File: config.mk
export PLATFORM = sky130hd
export DESIGN_NAME = nnps_queue
export DESIGN_NICKNAME = d
export VERILOG_FILES = /design/src/nnps_pkg.sv /design/src/nnps_queue.sv
export SDC_FILE = /design/constraint.sdc
export NUM_CORES = 1
export LEC_CHECK = 0
export BUFFER_PORTS_ARGS = -buffer_cell sky130_fd_sc_hd__buf_2
export CORE_MARGIN = 1.5
export CORE_UTILIZATION = 61
export DETAILED_ROUTE_END_ITERATION = 10
export MAX_ROUTING_LAYER = met4
export PLACE_DENSITY = 0.84
export SYNTH_ARGS = -nofsm -noshare
export SYNTH_HDL_FRONTEND = slang
export SYNTH_SLANG_ARGS = --single-unit
File: constraint.sdc
create_clock -name clk -period 4.77 [get_ports clk]
set_clock_uncertainty 0.1 [all_clocks]
set_input_delay 1.1925 -clock clk [delete_from_list [all_inputs] [get_ports clk]]
set_output_delay 1.1925 -clock clk [all_outputs]
set_load 0.05 [all_outputs]
File: src/nnps_pkg.sv
package nnps_pkg;

    localparam int FRAC_BITS    = 16;
    localparam int MAX_WIDTH    = 4096;
    localparam int HEIGHT_LIMIT = 4096;
    localparam int MAX_COPIES   = 64;

    localparam int CHAN_W    = 8;
    localparam int PIX_W     = 3 * CHAN_W;
    localparam int SCALE_W   = 22;
    localparam int DIM_W     = 13;
    localparam int CFG_IDX_W = 2;
    localparam int COL_W     = $clog2(MAX_WIDTH);
    localparam int ROW_W     = $clog2(HEIGHT_LIMIT);
    localparam int POS_W     = DIM_W + SCALE_W;
    localparam int CEIL_W    = POS_W - FRAC_BITS + 1;
    localparam int CNT_W     = $clog2(MAX_COPIES) + 1;

    localparam int QUEUE_DEPTH = 4;
    localparam int QPTR_W      = $clog2(QUEUE_DEPTH);
    localparam int LEVEL_W     = $clog2(QUEUE_DEPTH + 1);

    localparam logic OP_PIXEL  = 1'b0;
    localparam logic OP_REPLAY = 1'b1;

    typedef enum logic [CFG_IDX_W-1:0] {
        REG_SCALE  = 2'd0,
        REG_WIDTH  = 2'd1,
        REG_HEIGHT = 2'd2
    } cfg_reg_t;

    typedef logic [PIX_W-1:0] pixel_t;

    // one classified input word; row_end and frame_end apply to its final copy
    typedef struct packed {
        logic             pix_valid;
        logic             row_end;
        logic             frame_end;
        logic             replay_next;
        logic             seq_error;
        logic [CNT_W-1:0] count;
        pixel_t           px;
    } cmd_t;

    function automatic logic [CEIL_W-1:0] ceil_q(input logic [POS_W-1:0] v);
        return CEIL_W'(v[POS_W-1:FRAC_BITS]) + CEIL_W'(|v[FRAC_BITS-1:0]);
    endfunction

    function automatic logic [CNT_W-1:0] copies(input logic [CEIL_W-1:0] hi,
                                                input logic [CEIL_W-1:0] lo);
        logic [CEIL_W-1:0] d;
        d = hi - lo;
        return (d > CEIL_W'(MAX_COPIES)) ? CNT_W'(MAX_COPIES) : d[CNT_W-1:0];
    endfunction

endpackage

File: src/nnps_queue.sv
module nnps_queue (
    input  logic                         clk,
    input  logic                         rst_n,
    input  logic                         push,
    input  nnps_pkg::cmd_t               push_cmd,
    input  logic                         pop,
    output logic                         head_valid,
    output nnps_pkg::cmd_t               head_cmd,
    output logic [nnps_pkg::LEVEL_W-1:0] level
);
    import nnps_pkg::*;

    cmd_t              entry [QUEUE_DEPTH];
    logic [QPTR_W-1:0] wr_ptr_reg, rd_ptr_reg;
    logic [LEVEL_W-1:0] level_reg;
    logic              do_pop;

    assign head_valid = (level_reg != '0);
    assign head_cmd   = entry[rd_ptr_reg];
    assign level      = level_reg;
    assign do_pop     = pop && head_valid;

    always_ff @(posedge clk)
    begin
        if (push)
        begin
            entry[wr_ptr_reg] <= push_cmd;
        end
    end

    always_ff @(posedge clk or negedge rst_n)
    begin
        if (!rst_n)
        begin
            wr_ptr_reg <= '0;
            rd_ptr_reg <= '0;
            level_reg  <= '0;
        end
        else
        begin
            if (push)
                wr_ptr_reg <= wr_ptr_reg + QPTR_W'(1);
            if (do_pop)
                rd_ptr_reg <= rd_ptr_reg + QPTR_W'(1);
            if (push && !do_pop)
                level_reg <= level_reg + LEVEL_W'(1);
            else if (!push && do_pop)
                level_reg <= level_reg - LEVEL_W'(1);
        end
    end

endmodule

==> out/metrics.cfg <==
[outcome]
status = finished with violations
violations = design-rule violations

[floorplanning]
die_h_um = 98.81
rows = 34
initial_utilization_pct = 63.58
ios = 80
design.die.area_sq_um = 9762
die-width_um = 98.81
core_sq_um = 8806

[timing]
worst_slack_ps = 1214
finalSetupTns_ps = 0
layout_min_cycle_time_ps = 3556
setup-violations-final = 0
post-route-period-util_pct = 74.55
rsz0062_at_grt = no
worst_pin_slew_ps = 981.5
slew_headroom_pct = 34.57
finalHoldViolCount = 0
fmax_ghz = 0.2812
slew_violations = 0

[route]
dr.pass1.iters = 7
vias = 2561
drt_iter0_drc = 178
ant_nets = 0
drt-total-wl_mm = 9.446
drc_errors = 5
wl_per_cell_um = 21.71
via_per_inst = 5.887

[pwr]
pwr_density_cell_nw_per_um2 = 744.1
p_leak_uw = 0.002336
vdd_ir_drop_max_mv = 0.5337

[synthesis]
ys_ff_latch = 151
synth_area_sq_um = 5599
ys_types = 19
synth_top_area_share_pct = 77.23
avgSynthCellArea_sq_um = 25.34
yosys_warnings = 0
synth_area_leaders = edfxtp_1 77%, mux4_2 14%, dfrtp_1 3.1%
syn_inst = 221
synthTopCellsByCount = 144 x edfxtp_1, 36 x mux4_2, 7 x dfrtp_1, 5 x ha_1
yosysTopAreaCell = edfxtp_1
synth_edf_count = 144
synth-async-reset-ratio_pct = 4.636
synthesis.nets = 267
synthMostInstantiatedCell = edfxtp_1
seq_area_frac_synth_pct = 80.36
synth_flop_cell = edfxtp_1

[clock_tree]
cts_setup_buffers = 0
clkSlewWorstSetupHoldPaths_ps = 60
clk-insertion-delay-late_ps = 520
cts_buffers = 17
cts_tree = yes
ctsResizeCount = 0
cts.sinks = 151
clock-root-buffer = clkbuf_8
ctsHoldBuffers = 0
clockBufferDepth = 2
h-tree-depth = 4

[final_layout]
fin_nets = 359
synthToLayoutAreaGrowth_pct = 19.06
final_area_sq_um = 6666
largest_reg_flops = 144
drive_gt1_share_pct = 47.24
fillers = 479

[critical_path]
rr_startpoint = level[0]$_DFFE_PN0P_
critPathMaxStageDelay_ps = 570
crit_fanout = 15
path_cells = buf_4 -> mux4_2 -> buf_2
cp-end-kind = primary output
crit_required_ps = 3480
critPathKind = flip-flop to primary output
cp.arrival_ps = 2260
crit_slowest_cell = dfrtp_2
startpoint = rd_ptr_reg[0]$_DFFE_PN0P_
cp-start-kind = flip-flop
crit_buf_inv = 2
cp_top_family = buffers and inverters

[worst_hold_path]
hold_start = level[2]$_DFFE_PN0P_
min_path_type = flip-flop to flip-flop

[grt]
grt_pass1_wl_mm = 14.50
grt_overflow_total = 0
grt_max_degree = 38
grt_pass1_vias = 2763
grt_use_total_pct = 21.66
antenna_found_initial = 1

[placed_design]
place_hpwl_mm = 5.247
port_buffers = 79
gp_congestion = 0.6910
placed_area_sq_um = 6073
dp_slack_ps = 1714

[job]
maxCapViolCount = 0

==> final cells by class <==
type / count / area [sq um] / area share [%]
Antenna cell: 1 / 2.502 / 0.03754
Tap cell: 108 / 135.1 / 2.027
Timing Repair Buffer: 81 / 410.4 / 6.156
Multi-Input combinational cell: 59 / 1015 / 15.22
Inverter: 3 / 11.26 / 0.1689
Sequential cell: 151 / 4502 / 67.53
Clock inverter: 14 / 172.7 / 2.590
Clock buffer: 18 / 417.9 / 6.269
==> path summary, 6_finish.rpt <==
kind | to | slack (ps) | cells past startpoint
max in group asynchronous | rd_ptr_reg[1]$_DFFE_PN0P_ | 3990 | 1
max | head_cmd[33] | 1210 | 3
max reg2reg | level[2]$_DFFE_PN0P_ | 2500 | 8
min reg2reg | level[2]$_DFFE_PN0P_ | 390 | 1
min | level[2]$_DFFE_PN0P_ | 390 | 1
min in group asynchronous | level[0]$_DFFE_PN0P_ | 400 | 1
==> layer usage <==
metal	global-route usage, %	routed length [um]	vias up
met5	-	0	-
met4	8.352	129	0
met2	34.75	4963	71
met3	6.454	524	13
met1	26.41	3827	1352
li1	-	-	1125
==> power by group <==
group | total, uW | internal, uW | switching, uW
combinational | 1730 | 536 | 1190
sequential | 1910 | 1750 | 167
clock | 1320 | 800 | 516
==> cell usage in the layout (no fill, tap or decap), types with 4 or more instances in the layout <==
cell type,n
dfrtp_1,5
ha_1,5
and2_2,4
buf_2,79
clkinvlp_4,4
clkbuf_16,16
edfxtp_1,144
mux4_2,36
==> cell families (layout without fill, tap and decap cells) <==
logic type / count (synthesis) / in the layout / share of synthesized area [%]
and+or+nand+nor: 9 / 9 / 0.8491
buffers and inverters: 11 / 116 / 1.609
DFF: 151 / 151 / 80.36
adders and majority gates: 6 / 6 / 1.475
xor gates and xnor gates: 6 / 6 / 0.9387
muxes: 37 / 37 / 14.68
other: 0 / 1 / 0
AOI/OAI and AO/OA: 1 / 1 / 0.08930
==> per-stage QoR <==
stage | util [%] | hold slack (ps) | instances | total power (uW)
CTS | 75.67 | 378.3 | 434 | 5015
global placement | 68.97 | 371.2 | 402 | 3651
global route | 75.70 | 385.0 | 435 | 5143
finish | 75.70 | 389.8 | 435 | 4961
floorplan | - | 393.6 | 221 | 3335
detailed placement | 68.97 | 373.2 | 402 | 3688
(Power assumes the default switching activity.)
