### config.mk
export PLATFORM = sky130hd
export DESIGN_NAME = nnps_back_flat
export DESIGN_NICKNAME = d
export VERILOG_FILES = /design/src/nnps_pkg.sv /design/src/nnps_if.sv /design/src/nnps_back.sv /design/src/flat_wrapper.sv
export SDC_FILE = /design/constraint.sdc
export NUM_CORES = 1
export LEC_CHECK = 0
export BUFFER_PORTS_ARGS = -buffer_cell sky130_fd_sc_hd__buf_2
export CAP_MARGIN = 30
export CORE_UTILIZATION = 45
export CTS_CLUSTER_SIZE = 8
export DETAILED_ROUTE_END_ITERATION = 7
export GPL_ROUTABILITY_DRIVEN = 0
export PLACE_DENSITY = 0.76
export REMOVE_ABC_BUFFERS = 1
export SYNTH_ARGS = -nofsm -noshare
export SYNTH_HDL_FRONTEND = slang
export SYNTH_SLANG_ARGS = --single-unit
### constraint.sdc
create_clock -name clk -period 4.5 [get_ports clk]
set_input_delay 0 -clock clk [delete_from_list [all_inputs] [get_ports clk]]
set_output_delay 0 -clock clk [all_outputs]
set_load 0.1 [all_outputs]
### src/nnps_pkg.sv
package nnps_pkg;

    localparam int FRAC_BITS    = 16;
    localparam int MAX_WIDTH    = 4096;
    localparam int HEIGHT_LIMIT = 4096;
    localparam int MAX_COPIES   = 64;

    localparam int CHAN_W    = 8;
    localparam int PIX_W     = 3 * CHAN_W;
    localparam int SCALE_W   = 22;
    localparam int DIM_W     = 13;
    localparam int CFG_IDX_W = 2;
    localparam int COL_W     = $clog2(MAX_WIDTH);
    localparam int ROW_W     = $clog2(HEIGHT_LIMIT);
    localparam int POS_W     = DIM_W + SCALE_W;
    localparam int CEIL_W    = POS_W - FRAC_BITS + 1;
    localparam int CNT_W     = $clog2(MAX_COPIES) + 1;

    localparam int QUEUE_DEPTH = 4;
    localparam int QPTR_W      = $clog2(QUEUE_DEPTH);
    localparam int LEVEL_W     = $clog2(QUEUE_DEPTH + 1);

    localparam logic OP_PIXEL  = 1'b0;
    localparam logic OP_REPLAY = 1'b1;

    typedef enum logic [CFG_IDX_W-1:0] {
        REG_SCALE  = 2'd0,
        REG_WIDTH  = 2'd1,
        REG_HEIGHT = 2'd2
    } cfg_reg_t;

    typedef logic [PIX_W-1:0] pixel_t;

    // one classified input word; row_end and frame_end apply to its final copy
    typedef struct packed {
        logic             pix_valid;
        logic             row_end;
        logic             frame_end;
        logic             replay_next;
        logic             seq_error;
        logic [CNT_W-1:0] count;
        pixel_t           px;
    } cmd_t;

    function automatic logic [CEIL_W-1:0] ceil_q(input logic [POS_W-1:0] v);
        return CEIL_W'(v[POS_W-1:FRAC_BITS]) + CEIL_W'(|v[FRAC_BITS-1:0]);
    endfunction

    function automatic logic [CNT_W-1:0] copies(input logic [CEIL_W-1:0] hi,
                                                input logic [CEIL_W-1:0] lo);
        logic [CEIL_W-1:0] d;
        d = hi - lo;
        return (d > CEIL_W'(MAX_COPIES)) ? CNT_W'(MAX_COPIES) : d[CNT_W-1:0];
    endfunction

endpackage

### src/nnps_if.sv


interface nnps_out_if;
    import nnps_pkg::*;

    logic              valid;
    logic              ready;
    logic              pixel_valid;
    logic [CHAN_W-1:0] out_blue;
    logic [CHAN_W-1:0] out_green;
    logic [CHAN_W-1:0] out_red;
    logic              last;
    logic              row_end;
    logic              frame_end;
    logic              replay_next;
    logic              sequence_error;

    modport source(output valid, pixel_valid, out_blue, out_green, out_red, last,
                   row_end, frame_end, replay_next, sequence_error, input ready);
    modport sink(input valid, pixel_valid, out_blue, out_green, out_red, last,
                 row_end, frame_end, replay_next, sequence_error, output ready);
endinterface

### src/nnps_back.sv
module nnps_back (
    input  logic           clk,
    input  logic           rst_n,
    input  logic           head_valid,
    input  nnps_pkg::cmd_t head_cmd,
    output logic           pop,
    nnps_out_if.source     results
);
    import nnps_pkg::*;

    logic [CNT_W-1:0]  copy_reg;
    logic              out_valid_reg;
    logic              load, is_last;
    logic [CNT_W-1:0]  copy_inc;

    assign copy_inc = copy_reg + CNT_W'(1);
    assign is_last  = (copy_inc == head_cmd.count);
    assign load     = head_valid && (!out_valid_reg || results.ready);
    assign pop      = load && is_last;

    assign results.valid = out_valid_reg;

    // output word register; pixel fields read zero when no pixel is carried
    always_ff @(posedge clk)
    begin
        if (load)
        begin
            results.pixel_valid    <= head_cmd.pix_valid;
            results.out_blue       <= head_cmd.pix_valid ? head_cmd.px[CHAN_W-1:0] : '0;
            results.out_green      <= head_cmd.pix_valid ? head_cmd.px[2*CHAN_W-1:CHAN_W] : '0;
            results.out_red        <= head_cmd.pix_valid ? head_cmd.px[PIX_W-1:2*CHAN_W] : '0;
            results.last           <= is_last;
            results.row_end        <= head_cmd.row_end && is_last;
            results.frame_end      <= head_cmd.frame_end && is_last;
            results.replay_next    <= head_cmd.replay_next;
            results.sequence_error <= head_cmd.seq_error;
        end
    end

    always_ff @(posedge clk or negedge rst_n)
    begin
        if (!rst_n)
        begin
            out_valid_reg <= 1'b0;
            copy_reg      <= '0;
        end
        else
        begin
            if (load)
            begin
                out_valid_reg <= 1'b1;
                copy_reg      <= is_last ? '0 : copy_inc;
            end
            else if (results.ready)
            begin
                out_valid_reg <= 1'b0;
            end
        end
    end

endmodule

### src/flat_wrapper.sv
// flat-port wrapper written by rule: the top's interface ports become plain ports
module nnps_back_flat import nnps_pkg::*;
  (clk, rst_n, head_valid, head_cmd, pop, results_valid, results_pixel_valid, results_out_blue, results_out_green, results_out_red, results_last, results_row_end, results_frame_end, results_replay_next, results_sequence_error, results_ready);
  nnps_out_if results_i ();
  input  logic clk;
  input  logic rst_n;
  input  logic head_valid;
  input  nnps_pkg::cmd_t head_cmd;
  output logic pop;
  output wire logic [$bits(results_i.valid)-1:0] results_valid;
  output wire logic [$bits(results_i.pixel_valid)-1:0] results_pixel_valid;
  output wire logic [$bits(results_i.out_blue)-1:0] results_out_blue;
  output wire logic [$bits(results_i.out_green)-1:0] results_out_green;
  output wire logic [$bits(results_i.out_red)-1:0] results_out_red;
  output wire logic [$bits(results_i.last)-1:0] results_last;
  output wire logic [$bits(results_i.row_end)-1:0] results_row_end;
  output wire logic [$bits(results_i.frame_end)-1:0] results_frame_end;
  output wire logic [$bits(results_i.replay_next)-1:0] results_replay_next;
  output wire logic [$bits(results_i.sequence_error)-1:0] results_sequence_error;
  input wire logic [$bits(results_i.ready)-1:0] results_ready;
  assign results_valid = results_i.valid;
  assign results_pixel_valid = results_i.pixel_valid;
  assign results_out_blue = results_i.out_blue;
  assign results_out_green = results_i.out_green;
  assign results_out_red = results_i.out_red;
  assign results_last = results_i.last;
  assign results_row_end = results_i.row_end;
  assign results_frame_end = results_i.frame_end;
  assign results_replay_next = results_i.replay_next;
  assign results_sequence_error = results_i.sequence_error;
  assign results_i.ready = results_ready;
  nnps_back u_core (.clk(clk), .rst_n(rst_n), .head_valid(head_valid), .head_cmd(head_cmd), .pop(pop), .results(results_i));
endmodule
==> run summary, run 1 <==
Status - finished clean
Clk_skew - 0.00576 ns
Worst Path Required - 4.50 ns
Cells after Synth - 136
Clk Latency, worst-skew pair - 0.29 ns
Final non-filler cell area - 2440 um^2
DR WL/cell - 13.3 um
Register bit total from synthesis - 38
Worst hold endpoint - u_core.results.out_blue[4]
Post-DRT Antenna Nets - 0
Syn-to-layout area delta - 39.9%
Worst path cell trace - ha_1 > xor2_1 > a211oi_2 > o311ai_1 > nor3_4 > and2_1 > buf_2
Final count of negative-setup-slack endpoints - 0
Avg Cell Area, Syn - 12.8 um^2
H-tree depth - 2
CTS tree - yes
Starting DRT DRC Count - 127
HPWL Detailed - 2.51 mm
Grt total ovfl - 0
Reg2reg setup slack - 2.30 ns
Post_cts resized - 0
R2R Path End - u_core.copy_reg[5]
Post-CTS Setup Inserts - 0
Nets - 273
Area leader, netlist - edfxtp_1
Clock Sinks - 38
Crit path arrival time - 2.62 ns
Slowest stage cell, crit path - dfrtp_1
Most instantiated cells after synthesis - edfxtp_1 (30), and2_1 (29), dfrtp_1 (8)
Most frequent cell after synthesis - edfxtp_1
Width of the die - 64.3 um
Largest registers - u_core.results.out_blue (8), u_core.results.out_green (8), u_core.results.out_red (8)
Layout cells sized above 1 - 0.373
Via density - 4.96
CP Class - reg2out
Placed Instances - 250
Post-synth cell types - 40
Metal3 WL - 255 um
Initial Utilization - 0.473
Total Power - 908 uW
Placed cell area - 2130 um^2
Mapped Area - 1750 um^2
Vias - 1393
FILL cells - 285
Min-delay src - head_cmd[4]
Clock period minus worst slack - 2.62 ns
Worst-path maximum fanout - 10
Ranking of synthesized cells by area - edfxtp_1 (52%), dfrtp_1 (11%), and2_1 (10%), a21oi_1 (1.7%), xor2_1 (1.5%)
CP startpoint kind - flip-flop
Top sig layer - met4
R2R depth - 7
Maximum vdd drop - 0.192 mV
Final wirelength - 3.75 mm
Die H - 64.3 um
Clock Tree Root - clkbuf_8
Number of global-route vias before repair - 1223
Synth Warn # - 0
Max-cap viol count - 0
Worst-margin pin slew - 0.724 ns
Worst Setup End Kind - output pin
Fin Setup TNS - 0 ns
CTS max path bufs - 2
Drt drc - 0
IO Pins - 72
Largest net degree at the start of global routing - 26
# diodes - 0
Pwr Density - 372 nW/um^2
Number of synthesized flops with an enable pin - 30
Core box area - 3690 um^2
Gr usage total - 0.194
CTS Buf Count - 5
Final count of pins violating max slew - 0
Asr flop ratio synth - 0.211
Finished Layout Cells - 281
Initial DRT Pass Iterations - 5
Unrepaired setup endpoints after global routing - no
Final core occ - 0.662
Initial antenna violation count - 0
Reg2Reg Launch Point - u_core.results.valid
Min-delay worst type - in2reg
Period utilisation layout - 0.583
# rows - 22
Met1 WL - 1.54 mm
Max Fclk - 381 MHz
Count of final hold-check violations - 0
Worst path max stage delay - 0.44 ns
Seq/Total Area, Yosys - 0.631
Buffers added on ports - 71
Top_reg_cell synth - edfxtp_1
Hold_buf cts - 23
LEAKAGE - 1.06 nW
Synth top area share - 0.516
Min-Delay Path Depth - 2
Wire length on met2 - 1.90 mm
DIE AREA - 4130 um^2
First-pass GRT wire length - 5.89 mm
Worst-path clk slew - 0.07 ns
Slew headroom - 0.517
==> cells by family (layout without fill, tap and decap cells) <==
logic type	after synthesis	after routing	synth area share
adders and majority gates	2	2	0.0129
AOI/OAI and AO/OA	20	20	0.0745
DFF	38	38	0.631
xor gates and xnor gates	4	4	0.0201
and+or+nand+nor	61	61	0.220
buffers and inverters	9	106	0.0301
muxes	2	2	0.0115
==> layout make-up <==
type                       instances  area (um^2)  area share
tap                               48         60.1      0.0246
multi-input combinational         89          592       0.242
timing repair buffer              95          593       0.243
sequential                        38         1100       0.451
clock inverter                     3         16.3     0.00666
clock buffer                       5         68.8      0.0282
inverter                           3         11.3     0.00461
==> worst max-delay path, delay by kind of cell (launching register included) <==
family                     cells  cell delay [ns]
DFF                            1             0.44
AOI/OAI and AO/OA              2             0.37
and+or+nand+nor                2             0.58
buffers and inverters          1             0.42
xor gates and xnor gates       1             0.17
adders and majority gates      1             0.35
==> report_power, final <==
part	leakage (nW)	switching, mW	internal, mW	total [mW]
clock network	0.0416	0.119	0.106	0.225
registers	0.393	0.0202	0.409	0.429
logic	0.629	0.180	0.0740	0.254
total	1.06	0.319	0.589	0.908
==> stage by stage <==
step,setup WS [ns],hold slack (ns)
after floorplan,1.68,-0.296
after global placement,2.21,-0.149
after detailed placement,2.19,-0.140
after CTS,1.86,0.000637
after global routing,1.75,0.00120
final,1.88,0.00162
==> cells in the final DEF, fill, tap and decap left out, types with 2 or more instances in the layout <==
cell type      count
xor2_1             3
o211ai_1           2
inv_1              3
nand3_1            5
and2_1            29
clkbuf_8           5
dlygate4sd3_1     23
and3_2             2
nand2_1            6
dfrtp_1            8
nand2b_1           3
a21oi_1            6
edfxtp_1          30
nor2b_1            3
o22ai_1            2
buf_2             71
o21ai_0            3
nor3b_1            2
mux2i_1            2
==> per-layer routing <==
metal,track usage,up-vias
met5,0,-
li1,-,676
met2,0.308,59
met4,0.0667,0
met1,0.248,653
met3,0.0625,5
==> worst max-delay path by stage <==
stage,endpoint,slack (ns),depth (start not counted),startpoint
finish,pop,1.88,7,u_core.copy_reg[0]
global route,pop,1.75,7,u_core.copy_reg[0]
CTS,pop,1.86,7,u_core.copy_reg[0]
floorplan,pop,1.68,4,u_core.results.valid
detailed placement,pop,2.19,7,u_core.copy_reg[0]
global placement,pop,2.21,7,u_core.copy_reg[0]
Power figures use the tool's default switching activity.
==> inputs of run 2 (changes only) <==
Settings changed: CORE_UTILIZATION 45 to 43.
Clock period 4.5 ns to 2.19 ns, I/O delays scaled along.
==> run 2 against run 1 <==
Clock-buffer cell count is 2 higher. Global-route usage is 2.6 points lower. Largest power group unchanged. Largest cell class unchanged. Sequential power is 100% higher. Total power is 120% higher. Worst setup slack worse by 1.8 ns.
==> run summary, run 2 (synthesis results as in run 1) <==
Most frequent cells in the layout - buf_2 (70), edfxtp_1 (30), and2_1 (28) (was buf_2 (71), edfxtp_1 (30), and2_1 (29))
Initial antenna violation count - 0 (unchanged)
Worst Path Required - 2.19 ns (was 4.50 ns)
Clock Tree Root - clkbuf_8 (unchanged)
Min-Delay Path Depth - 2 (unchanged)
Clk_skew - 0.00657 ns (was 0.00576 ns)
Maximum vdd drop - 0.500 mV (was 0.192 mV)
Worst Setup End Kind - output pin (unchanged)
H-tree depth - 2 (unchanged)
Clock period minus worst slack - 2.13 ns
Width of the die - 65.7 um (was 64.3 um)
Largest registers - u_core.results.out_blue (8), u_core.results.out_green (8), u_core.results.out_red (8) (unchanged)
Pwr Density - 823 nW/um^2 (was 372 nW/um^2)
Crit path arrival time - 2.13 ns (was 2.62 ns)
Worst path cell trace - ha_2 > xor2_1 > a211oi_2 > o311ai_2 > nor3_4 > and2_4 > buf_12 (was ha_1 > xor2_1 > a211oi_2 > o311ai_1 > nor3_4 > and2_1 > buf_2)
Max Fclk - 470 MHz
Initial Utilization - 0.463 (was 0.473)
Die H - 65.7 um (was 64.3 um)
Worst path max stage delay - 0.39 ns (was 0.44 ns)
Min Hold Slack - 0.00479 ns (was 0.00162 ns)
Fin Setup TNS - 0 ns (unchanged)
Clk Latency, worst-skew pair - 0.28 ns (was 0.29 ns)
CTS max path bufs - 2 (unchanged)
DIE AREA - 4320 um^2 (was 4130 um^2)
Core box area - 3770 um^2 (was 3690 um^2)
Min-delay worst type - in2reg (unchanged)
Layout cells sized above 1 - 0.407 (was 0.373)
R2R Path End - u_core.copy_reg[3] (was u_core.copy_reg[5])
CTS Buf Count - 5 (unchanged)
Reg2Reg Launch Point - u_core.copy_reg[0] (was u_core.results.valid)
Worst-path clk slew - 0.08 ns (was 0.07 ns)
LEAKAGE - 1.08 nW (was 1.06 nW)
Number of global-route vias before repair - 1209 (was 1223)
Worst-margin pin slew - 0.501 ns (was 0.724 ns)
R2R depth - 7 (unchanged)
FILL cells - 301 (was 285)
Final non-filler cell area - 2470 um^2 (was 2440 um^2)
Vias - 1328 (was 1393)
Status - finished clean (unchanged)
# diodes - 0 (unchanged)
Clock Sinks - 38 (unchanged)
Gr usage total - 0.168 (was 0.194)
Count of final hold-check violations - 0 (unchanged)
Slew headroom - 0.668 (was 0.517)
Worst-path maximum fanout - 4 (was 10)
GR Layer Usage met2 - 0.288 (was 0.308)
CP startpoint kind - flip-flop (unchanged)
Placed cell area - 2160 um^2 (was 2130 um^2)
Min-delay src - head_cmd[13] (was head_cmd[4])
First-pass GRT wire length - 5.40 mm (was 5.89 mm)
# rows - 22 (unchanged)
Buffers added on ports - 71 (unchanged)
IO Pins - 72 (unchanged)
Final core occ - 0.655 (was 0.662)
Syn-to-layout area delta - 41.6% (was 39.9%)
Grt total ovfl - 0 (unchanged)
Starting DRT DRC Count - 74 (was 127)
Post-DRT Antenna Nets - 0 (unchanged)
Slowest stage cell, crit path - dfrtp_1 (unchanged)
Reg2reg setup slack - 0.33 ns (was 2.30 ns)
Most common cell after layout, fill and taps aside - buf_2 (unchanged)
CTS tree - yes (unchanged)
CP Class - reg2out (unchanged)
M1 GR Usage - 0.207 (was 0.248)
Final wirelength - 3.42 mm (was 3.75 mm)
Largest net degree at the start of global routing - 28 (was 26)
Drt drc - 0 (unchanged)
Setup crit start - u_core.copy_reg[0] (unchanged)
Met3 Track Usage GR - 0.0521 (was 0.0625)
Critical Path End - pop (unchanged)
Via density - 4.76 (was 4.96)
Initial DRT Pass Iterations - 4 (was 5)
Nets - 271 (was 273)
Final count of negative-setup-slack endpoints - 0 (unchanged)
HPWL Detailed - 2.39 mm (was 2.51 mm)
Final count of pins violating max slew - 0 (unchanged)
DR WL/cell - 12.3 um (was 13.3 um)
Max-cap viol count - 0 (unchanged)
Most Crowded Layer GR - met2 (unchanged)
Period utilisation layout - 0.971
## run 2: cell count changes in the layout (fill, tap and decap cells not counted), sizes merged
| cell | change |
|---|---|
| clkbuf | +2 |
| clkinvlp | -1 |
| dlygate4sd3 | -6 |
| bufinv | +1 |
| buf | +4 |
| clkinv | -2 |
## run 2: final cells by class
type,instances,area [um^2],share of cell area
flip-flops and latches,38,1100,0.446
well taps,48,60.1,0.0243
clock buffers,7,86.3,0.0349
repair buffers,93,578,0.234
multi-input cells,89,604,0.245
clock inverters,1,30.0,0.0122
inverters,3,11.3,0.00456
## run 2: where the power goes
part	total [mW]	switching (mW)	internal, mW	leakage [nW]
clock network	0.602	0.231	0.371	0.0585
registers	0.874	0.0332	0.840	0.393
logic	0.557	0.387	0.170	0.626
## run 2: what timing repair did
action | CTS | global route
endpoints found under the setup margin | 1 | 1
pin swaps | 1 | 4
hold buffers | 16 | 1
resized for setup | 2 | 1
hold endpoints to repair | 23 | 1
setup buffers | 1 | 1
## run 2: metal layers
layer | up-vias | wire (um)
met5 | - | 0
met4 | 0 | 19
met2 | 58 | 1690
li1 | 675 | -
met1 | 590 | 1460
met3 | 5 | 246
## run 2: how the worst min path moves through the flow
stage and to:
3_5_place_dp u_core.copy_reg[2], 4_1_cts u_core.results.out_red[3], 2_1_floorplan u_core.copy_reg[0], 3_3_place_gp u_core.results.valid, 5_1_grt u_core.results.out_green[7], 6_report u_core.results.out_green[5]
## run 2: per-stage QoR
| step | power, mW | cells | setup WS (ns) |
|---|---|---|---|
| 6_report | 2.03 | 279 | 0.0645 |
| 5_1_grt | 2.12 | 279 | -0.00853 |
| 4_1_cts | 2.03 | 277 | 0.0199 |
| 3_5_place_dp | 1.39 | 252 | 0.199 |
| 3_3_place_gp | 1.38 | 252 | 0.215 |
| 2_1_floorplan | 1.28 | 130 | -0.633 |
## run 2: critical path: cells and delay by family, from the launching register on
| kind | cells | cell delay, ns |
|---|---|---|
| simple gates | 2 | 0.44 |
| compound gates | 2 | 0.37 |
| buf+inv | 1 | 0.16 |
| xor+xnor | 1 | 0.18 |
| fa+ha+maj | 1 | 0.30 |
| flops | 1 | 0.39 |
==> inputs of run 3 (changes only) <==
Settings changed: BUFFER_PORTS_ARGS -buffer_cell sky130_fd_sc_hd__buf_2 to default, CORE_UTILIZATION 43 to 45, DONT_BUFFER_PORTS from default to 1, PLACE_DENSITY 0.76 to default.
==> run 3 against run 2 <==
Critical path depth is the same. Sequential power increased by 28%. Worst hold slack improved by 0.014 ns. Die area down 4.3%. Wire length fell by 4.0%. Sequential share of layout area increased by 4.7 points. Register-to-register slack worse by 0.06 ns. Worst setup slack improved by 0.024 ns. Via count decreased by 13%. Combinational power down 55%. Flip-flop and latch count did not move.
==> run summary, run 3 (synthesis results as in run 1) <==
Width of the die - 64.3 um (was 65.7 um)
Slowest stage cell, crit path - dfrtp_2 (was dfrtp_1)
Drt drc - 0 (unchanged)
Grt total ovfl - 0 (unchanged)
Number of global-route vias before repair - 1155 (was 1209)
Initial DRT Pass Iterations - 4 (unchanged)
Vias - 1157 (was 1328)
Final count of negative-setup-slack endpoints - 0 (unchanged)
Critical path buffers and inverters - 1 (unchanged)
Max-cap viol count - 0 (unchanged)
Starting DRT DRC Count - 57 (was 74)
Most frequent cells in the layout - dlygate4sd3_1 (32), edfxtp_1 (30), and2_1 (29) (was buf_2 (70), edfxtp_1 (30), and2_1 (28))
HPWL Detailed - 2.25 mm (was 2.39 mm)
FILL cells - 320 (was 301)
Post-DRT Antenna Nets - 0 (unchanged)
Clock Tree Root - clkbuf_8 (unchanged)
IO Pins - 72 (unchanged)
Unrepaired setup endpoints after global routing - no
# diodes - 0 (unchanged)
Worst Path Required - 2.19 ns (about the same)
Slew headroom - 0.389 (was 0.668)
# rows - 22 (unchanged)
Initial Utilization - 0.473 (was 0.463)
H-tree depth - 2 (unchanged)
Min Hold Slack - 0.0188 ns (was 0.00479 ns)
Nets - 216 (was 271)
Worst Setup End Kind - output pin (unchanged)
Max Fclk - 476 MHz (was 470 MHz)
Clk Latency, worst-skew pair - 0.28 ns (about the same)
CTS Buf Count - 5 (unchanged)
Largest net degree at the start of global routing - 27 (was 28)
Worst path max stage delay - 0.44 ns (was 0.39 ns)
Buffers added on ports - 0 (was 71)
Layout cells sized above 1 - 0.142 (was 0.407)
Die H - 64.3 um (was 65.7 um)
Count of final hold-check violations - 0 (unchanged)
CP Class - reg2out (unchanged)
Pwr Density - 826 nW/um^2 (was 823 nW/um^2)
Syn-to-layout area delta - 28.5% (was 41.6%)
Clock period minus worst slack - 2.10 ns (was 2.13 ns)
DIE AREA - 4130 um^2 (was 4320 um^2)
Clk_skew - 0.00541 ns (was 0.00657 ns)
Maximum vdd drop - 0.386 mV (was 0.500 mV)
Most common cell after layout, fill and taps aside - dlygate4sd3_1 (was buf_2)
Initial antenna violation count - 0 (unchanged)
Gr usage total - 0.176 (was 0.168)
Worst-path clk slew - 0.07 ns (was 0.08 ns)
Status - finished clean (unchanged)
DR WL/cell - 14.7 um (was 12.3 um)
Worst-margin pin slew - 0.918 ns (was 0.501 ns)
Period utilisation layout - 0.960 (was 0.971)
Total Power - 1.85 mW (was 2.03 mW)
Largest registers - u_core.results.out_blue (8), u_core.results.out_green (8), u_core.results.out_red (8) (unchanged)
Kind of cell adding the most delay to the critical path - flip-flops (was simple AND/OR/NAND/NOR gates)
First-pass GRT wire length - 5.40 mm (about the same)
Sequential Area - 1100 um^2 (about the same)
Final count of pins violating max slew - 0 (unchanged)
Area occupied by multi-input gates - 594 um^2 (was 604 um^2)
Clock Sinks - 38 (unchanged)
Via density - 5.17 (was 4.76)
CP startpoint kind - flip-flop (unchanged)
Min-delay worst type - in2reg (unchanged)
Final wirelength - 3.28 mm (was 3.42 mm)
LEAKAGE - 0.842 nW (was 1.08 nW)
Worst-path maximum fanout - 6 (was 4)
Core box area - 3690 um^2 (was 3770 um^2)
CTS tree - yes (unchanged)
Crit path arrival time - 2.10 ns (was 2.13 ns)
CTS max path bufs - 2 (unchanged)
Worst path cell trace - ha_2 > xor2_1 > a211oi_2 > o311ai_1 > nor3_4 > and2_1 > buf_12 (was ha_2 > xor2_1 > a211oi_2 > o311ai_2 > nor3_4 > and2_4 > buf_12)
run 3: cell type report:
type | count | share of cell area
timing repair buffer | 38 | 0.169
sequential | 38 | 0.492
inverter | 3 | 0.00502
clock inverter | 2 | 0.00558
tap | 48 | 0.0268
clock buffer | 6 | 0.0368
multi-input combinational | 89 | 0.265
run 3: power breakdown:
group / switching, mW / internal [mW] / total (mW) / leakage [nW]
Sequential: 0.274 / 0.846 / 1.12 / 0.390
Clock: 0.232 / 0.253 / 0.484 / 0.0472
Combinational: 0.121 / 0.127 / 0.248 / 0.405
run 3: path summary, 6_finish.rpt:
kind,from,end,slack (ns),cells after the start
worst max-delay path,u_core.copy_reg[0],pop,0.09,7
worst min-delay path,head_valid,u_core.copy_reg[4],0.02,4
worst max register to register,u_core.copy_reg[0],u_core.results.row_end,0.27,7
worst min register to register,u_core.copy_reg[0],u_core.copy_reg[0],0.60,2
max in group asynchronous,rst_n,u_core.copy_reg[2],1.81,1
min in group asynchronous,rst_n,u_core.copy_reg[6],0.07,1
run 3: metal layers:
| layer | global-route usage | vias up | part of all wire |
|---|---|---|---|
| li1 | - | 561 | - |
| met1 | 0.193 | 548 | 0.39 |
| met2 | 0.314 | 44 | 0.53 |
| met3 | 0.0554 | 4 | 0.059 |
| met4 | 0.0667 | 0 | 0.015 |
| met5 | 0 | - | 0 |
run 3: repair_timing:
item                       in CTS  in global routing
hold buffers                   32                  0
pin swaps                       1                  0
setup endpoints to repair       1                  1
hold endpoints to repair       38                  0
resized for setup               0                  3
setup buffers                   1                  0
run 3: stage by stage:
stage | area [um^2] | cells | TNS (ns) | utilization | setup slack [ns]
2_1_floorplan | 1700 | 130 | -6.15 | - | -0.633
3_3_place_gp | 1810 | 183 | 0 | 0.492 | 0.241
3_5_place_dp | 1810 | 183 | 0 | 0.492 | 0.201
4_1_cts | 2240 | 224 | 0 | 0.607 | 0.0146
5_1_grt | 2240 | 224 | 0 | 0.608 | 0.00131
6_report | 2240 | 224 | 0 | 0.608 | 0.0884
run 3: worst min-delay path: cells and delay by family:
family | cells | cell delay (ns)
simple gates | 2 | 0.10
mux | 1 | 0.08
compound gates | 1 | 0.08
